===== config.mk =====
export PLATFORM = sky130hd
export DESIGN_NAME = u8tr_encoder
export DESIGN_NICKNAME = d
export VERILOG_FILES = /design/src/hdl/u8tr_pkg.sv /design/src/hdl/u8tr_encoder.sv
export SDC_FILE = /design/constraint.sdc
export NUM_CORES = 1
export LEC_CHECK = 0
export BUFFER_PORTS_ARGS = -buffer_cell sky130_fd_sc_hd__buf_2
export CORE_UTILIZATION = 35
export DETAILED_ROUTE_END_ITERATION = 16
export HOLD_SLACK_MARGIN = 0.1
export PLACE_DENSITY = 0.54
export REMOVE_ABC_BUFFERS = 1
export SLEW_MARGIN = 20
export SYNTH_ARGS = -nofsm -noshare
export SYNTH_HDL_FRONTEND = slang
export SYNTH_SLANG_ARGS = --single-unit

===== constraint.sdc =====
create_clock -name clk -period 5.2 [get_ports clk]
set_clock_uncertainty 0.2 [all_clocks]
set_input_delay 0 -clock clk [delete_from_list [all_inputs] [get_ports clk]]
set_output_delay 0 -clock clk [all_outputs]
set_load 0.02 [all_outputs]

===== src/hdl/u8tr_pkg.sv =====
// Shared types and constants of the UTF-8 character transliterator.
`default_nettype none

package u8tr_pkg;

    localparam int CODE_W = 21;
    localparam int BYTE_W = 8;
    localparam int OFS_W  = 22;

    localparam logic CMD_TRANSLATE = 1'b0;
    localparam logic CMD_LOAD      = 1'b1;

    localparam logic [CODE_W-1:0] CODE_LIMIT = 21'h110000;

    typedef logic [CODE_W-1:0] code_t;

    // One finished code point handed to the encoder.
    typedef struct packed {
        logic  valid;
        code_t code;
    } char_req_t;

endpackage

`default_nettype wire


===== src/hdl/u8tr_encoder.sv =====
// UTF-8 encoder and byte serializer for translated code points.
`default_nettype none

module u8tr_encoder
(
    input  logic                clk,
    input  logic                rst_n,
    input  u8tr_pkg::char_req_t req,
    output logic                req_ready,
    output logic                m_tvalid,
    input  logic                m_tready,
    output logic [7:0]          m_tdata,
    output logic                m_tlast
);
    import u8tr_pkg::*;

    logic [4*BYTE_W-1:0] bytes_reg;
    logic [4*BYTE_W-1:0] bytes_next;
    logic [2:0]          cnt_reg;
    logic [2:0]          cnt_next;
    logic [4*BYTE_W-1:0] enc_bytes;
    logic [2:0]          enc_cnt;
    code_t               cp;

    // first byte in the low lane, shifted out low first
    always_comb
    begin
        cp = req.code;
        if (cp < 21'h80)
        begin
            enc_bytes = {24'd0, 1'b0, cp[6:0]};
            enc_cnt   = 3'd1;
        end
        else if (cp < 21'h800)
        begin
            enc_bytes = {16'd0, 2'b10, cp[5:0], 3'b110, cp[10:6]};
            enc_cnt   = 3'd2;
        end
        else if (cp < 21'h10000)
        begin
            enc_bytes = {8'd0, 2'b10, cp[5:0], 2'b10, cp[11:6], 4'b1110, cp[15:12]};
            enc_cnt   = 3'd3;
        end
        else
        begin
            enc_bytes = {2'b10, cp[5:0], 2'b10, cp[11:6], 2'b10, cp[17:12],
                         5'b11110, cp[20:18]};
            enc_cnt   = 3'd4;
        end
    end

    assign m_tvalid  = (cnt_reg != 3'd0);
    assign m_tdata   = bytes_reg[BYTE_W-1:0];
    assign m_tlast   = (cnt_reg == 3'd1);
    assign req_ready = (cnt_reg == 3'd0) || ((cnt_reg == 3'd1) && m_tready);

    always_comb
    begin
        bytes_next = bytes_reg;
        cnt_next   = cnt_reg;
        if (req.valid && req_ready)
        begin
            bytes_next = enc_bytes;
            cnt_next   = enc_cnt;
        end
        else if (m_tvalid && m_tready)
        begin
            bytes_next = {8'd0, bytes_reg[4*BYTE_W-1:BYTE_W]};
            cnt_next   = cnt_reg - 3'd1;
        end
    end

    always_ff @(posedge clk or negedge rst_n)
    begin
        if (!rst_n)
        begin
            cnt_reg <= 3'd0;
        end
        else
        begin
            cnt_reg <= cnt_next;
        end
    end

    always_ff @(posedge clk)
    begin
        bytes_reg <= bytes_next;
    end

endmodule

`default_nettype wire


==> results.sh <==
export IMPL_grt_pass1_wl_mm=7.38
export IMPL_layout_drive_gt1_share=0.247
export IMPL_final_area_um2=2470
export IMPL_chipWidth_um=76.7
export IMPL_final_antenna_net_count=0
export IMPL_synthToLayoutAreaGrowth_pct=26.7
export IMPL_postRouteWirelength_mm=4.52
export IMPL_max_cap_violations=0
export IMPL_cts_sinks=32
export IMPL_cpPeakStageDelay_ns=0.72
export IMPL_synth_cell_types=46
export IMPL_cp_top_family="simple AND/OR/NAND/NOR gates"
export IMPL_timing_rr_start="cnt_reg[0]"
export IMPL_clockBufferDepth=2
export IMPL_crit_type="input pin to flip-flop"
export IMPL_rr_endpoint="cnt_reg[2]"
export IMPL_ys_flop_type="edfxtp_1"
export IMPL_cp_required_ns=5.14
export IMPL_yosysSeqAreaShare=0.485
export IMPL_cpMostUsedCell="dlygate4sd3_1"
export IMPL_grt_pass1_vias=1551
export IMPL_syn_area_per_cell_um2=10.8
export IMPL_critPathMaxFanout=18
export IMPL_clkTransAtPathRegs_ns=0.07
export IMPL_clk_latency_ns=0.28
export IMPL_core_area_um2=5240
export IMPL_floorplan_initialDensity=0.373
export IMPL_synth_edf_count=29
export IMPL_min_to="bytes_reg[9]"
export IMPL_die_area_um2=5880
export IMPL_io_pins=36
export IMPL_drc_errors=0
export IMPL_critPathBufInv=3
export IMPL_cp_arrival_ns=2.88
export IMPL_grt_max_degree=30
export IMPL_htree_levels=2
export IMPL_cts_tree="done"
export IMPL_grt_usage=0.160
export IMPL_pwr_density_cell_nw_per_um2=395
export IMPL_post_synth_top_area_fraction=0.446
export IMPL_synth_common_cells="29 x edfxtp_1, 25 x nor2_1, 16 x a21oi_1"
export IMPL_critPathLaunchType="input pin"
export IMPL_synth_ff_latch_count=32
export IMPL_min_from="bytes_reg[17]"
export IMPL_numPortBuffers=35
export IMPL_worst_pin_slew_ns=1.04
export IMPL_crit_start="req[15]"
export IMPL_place_gp_congestion=0.726
export IMPL_clock_root_buffer="clkbuf_8"
export IMPL_grt_overflow=0
export IMPL_yosysTopAreaCell="edfxtp_1"
export IMPL_grt_antenna_before_repair=0
export IMPL_postCtsSetupBuffers=0
export IMPL_drt_initial_drc_count=64
export IMPL_fmax_mhz=340
export IMPL_tns_ns=0
export IMPL_slew_headroom=0.306
export IMPL_cts_made_buffers=5
export IMPL_synthTopCellsByArea="edfxtp_1 45%, nor2_1 4.8%, a21oi_1 4.1%"
export IMPL_reg2reg_slack_ns=2.28
export IMPL_finalHoldViolCount=0
export IMPL_synthArstFlopShare=0.0938
export IMPL_via_per_inst=5.25
export IMPL_largest_register_ffs=29
export IMPL_status="finished, final reports clean"
export IMPL_power_leakage_nw=0.995
export IMPL_peakVddDrop_mv=0.222
export IMPL_fin_crit_sh=0.566
export IMPL_path_cells="dlygate4sd3_1 -> buf_2 -> nor3_4 -> and4_1 -> a221oi_2 -> dlygate4sd3_1 -> a21oi_1"
export IMPL_yosys_warnings=0
export IMPL_cp_slowest_cell="and4_1"
export IMPL_syn_area_um2=1950
export IMPL_final_core_util=0.472
export IMPL_wl_per_cell_um=14.8
export IMPL_place_area_um2=2100
export IMPL_finalMaxSlewViolations=0
export IMPL_rows=26
export IMPL_rsz0062_at_grt="false"
export IMPL_r2r_cells=7
export IMPL_antennaDiodeCount=0
export IMPL_vias=1601
export IMPL_dp_hpwl_mm=2.80
export IMPL_hold_class="flip-flop to flip-flop"
export IMPL_drtPass1Iterations=4
export IMPL_min_period_ns=2.94
export IMPL_synthCells=181
export IMPL_hold_depth=2
export IMPL_crit_path_end_kind="flip-flop"
export IMPL_setup_viol=0
export IMPL_synth_most_common_cell="edfxtp_1"
export IMPL_die_height_um=76.7
export IMPL_finalNetCount=262
[power by group]
group	internal (W)	switching, W	total (W)
registers	0.000404	0.0000283	0.000432
clock network	0.0000951	0.0000926	0.000188
logic	0.000148	0.000210	0.000357
total	0.000647	0.000330	0.000977
[per-stage QoR]
step / setup WS (ns) / instances / power (W) / hold WS, ns
after global routing: 2.03 / 305 / 0.00104 / 0.337
after global placement: 2.58 / 268 / 0.000771 / -0.401
after CTS: 2.27 / 305 / 0.000981 / 0.319
after detailed placement: 2.65 / 268 / 0.000774 / -0.400
final: 2.26 / 305 / 0.000977 / 0.315
after floorplan: 2.22 / 162 / 0.000670 / -0.496
[metal layers]
metal,wire length [um],vias to the layer above,track usage
li1,-,790,-
met1,2150,777,0.201
met2,2220,32,0.276
met3,134,2,0.0333
met4,19,0,0.0462
met5,0,-,0
[layout by cell type (no fill, tap or decap), types with 4 or more instances in the layout]
master / instances
edfxtp_1: 29
a221oi_1: 7
a21oi_1: 16
clkbuf_8: 5
nand2_1: 13
inv_1: 6
o41ai_2: 4
buf_2: 35
nor2_1: 25
and3_1: 9
dlygate4sd3_1: 29
[tightest hold or removal path: cells and delay by family, from the launching register on]
family	cells	cell delay [ns]
AOI/OAI and AO/OA	1	0.04
and+or+nand+nor	1	0.05
DFF	1	0.32
[cell families (layout without fill, tap and decap cells)]
kind of cell               after synthesis  count (layout)  share of synthesized area
buffers and inverters                   26              80                     0.0776
muxes                                    2               2                     0.0103
AOI/OAI and AO/OA                       50              50                      0.212
and+or+nand+nor                         68              68                      0.197
adders and majority gates                3               3                     0.0192
DFF                                     32              32                      0.485
[worst max path at each step]
| stage | endpoint | slack [ns] | cells after the start |
|---|---|---|---|
| CTS | cnt_reg[2] | 2.27 | 7 |
| finish | bytes_reg[0] | 2.26 | 7 |
| global route | cnt_reg[2] | 2.03 | 7 |
| floorplan | bytes_reg[4] | 2.22 | 6 |
| global placement | bytes_reg[4] | 2.58 | 5 |
| detailed placement | bytes_reg[1] | 2.65 | 6 |
[timing repair]
| item | CTS | global route |
|---|---|---|
| endpoints found under the hold margin | 31 | 0 |
| gates resized for setup | 0 | 0 |
| hold buffers | 29 | 0 |
[layout make-up]
cell class	instances	area (um2)
Timing Repair Buffer	65	473
Multi-Input combinational cell	123	860
Sequential cell	32	946
Fill cell	504	2770
Tap cell	70	87.6
Inverter	7	26.3
Clock buffer	8	80.1
Power figures use the tool's default switching activity.
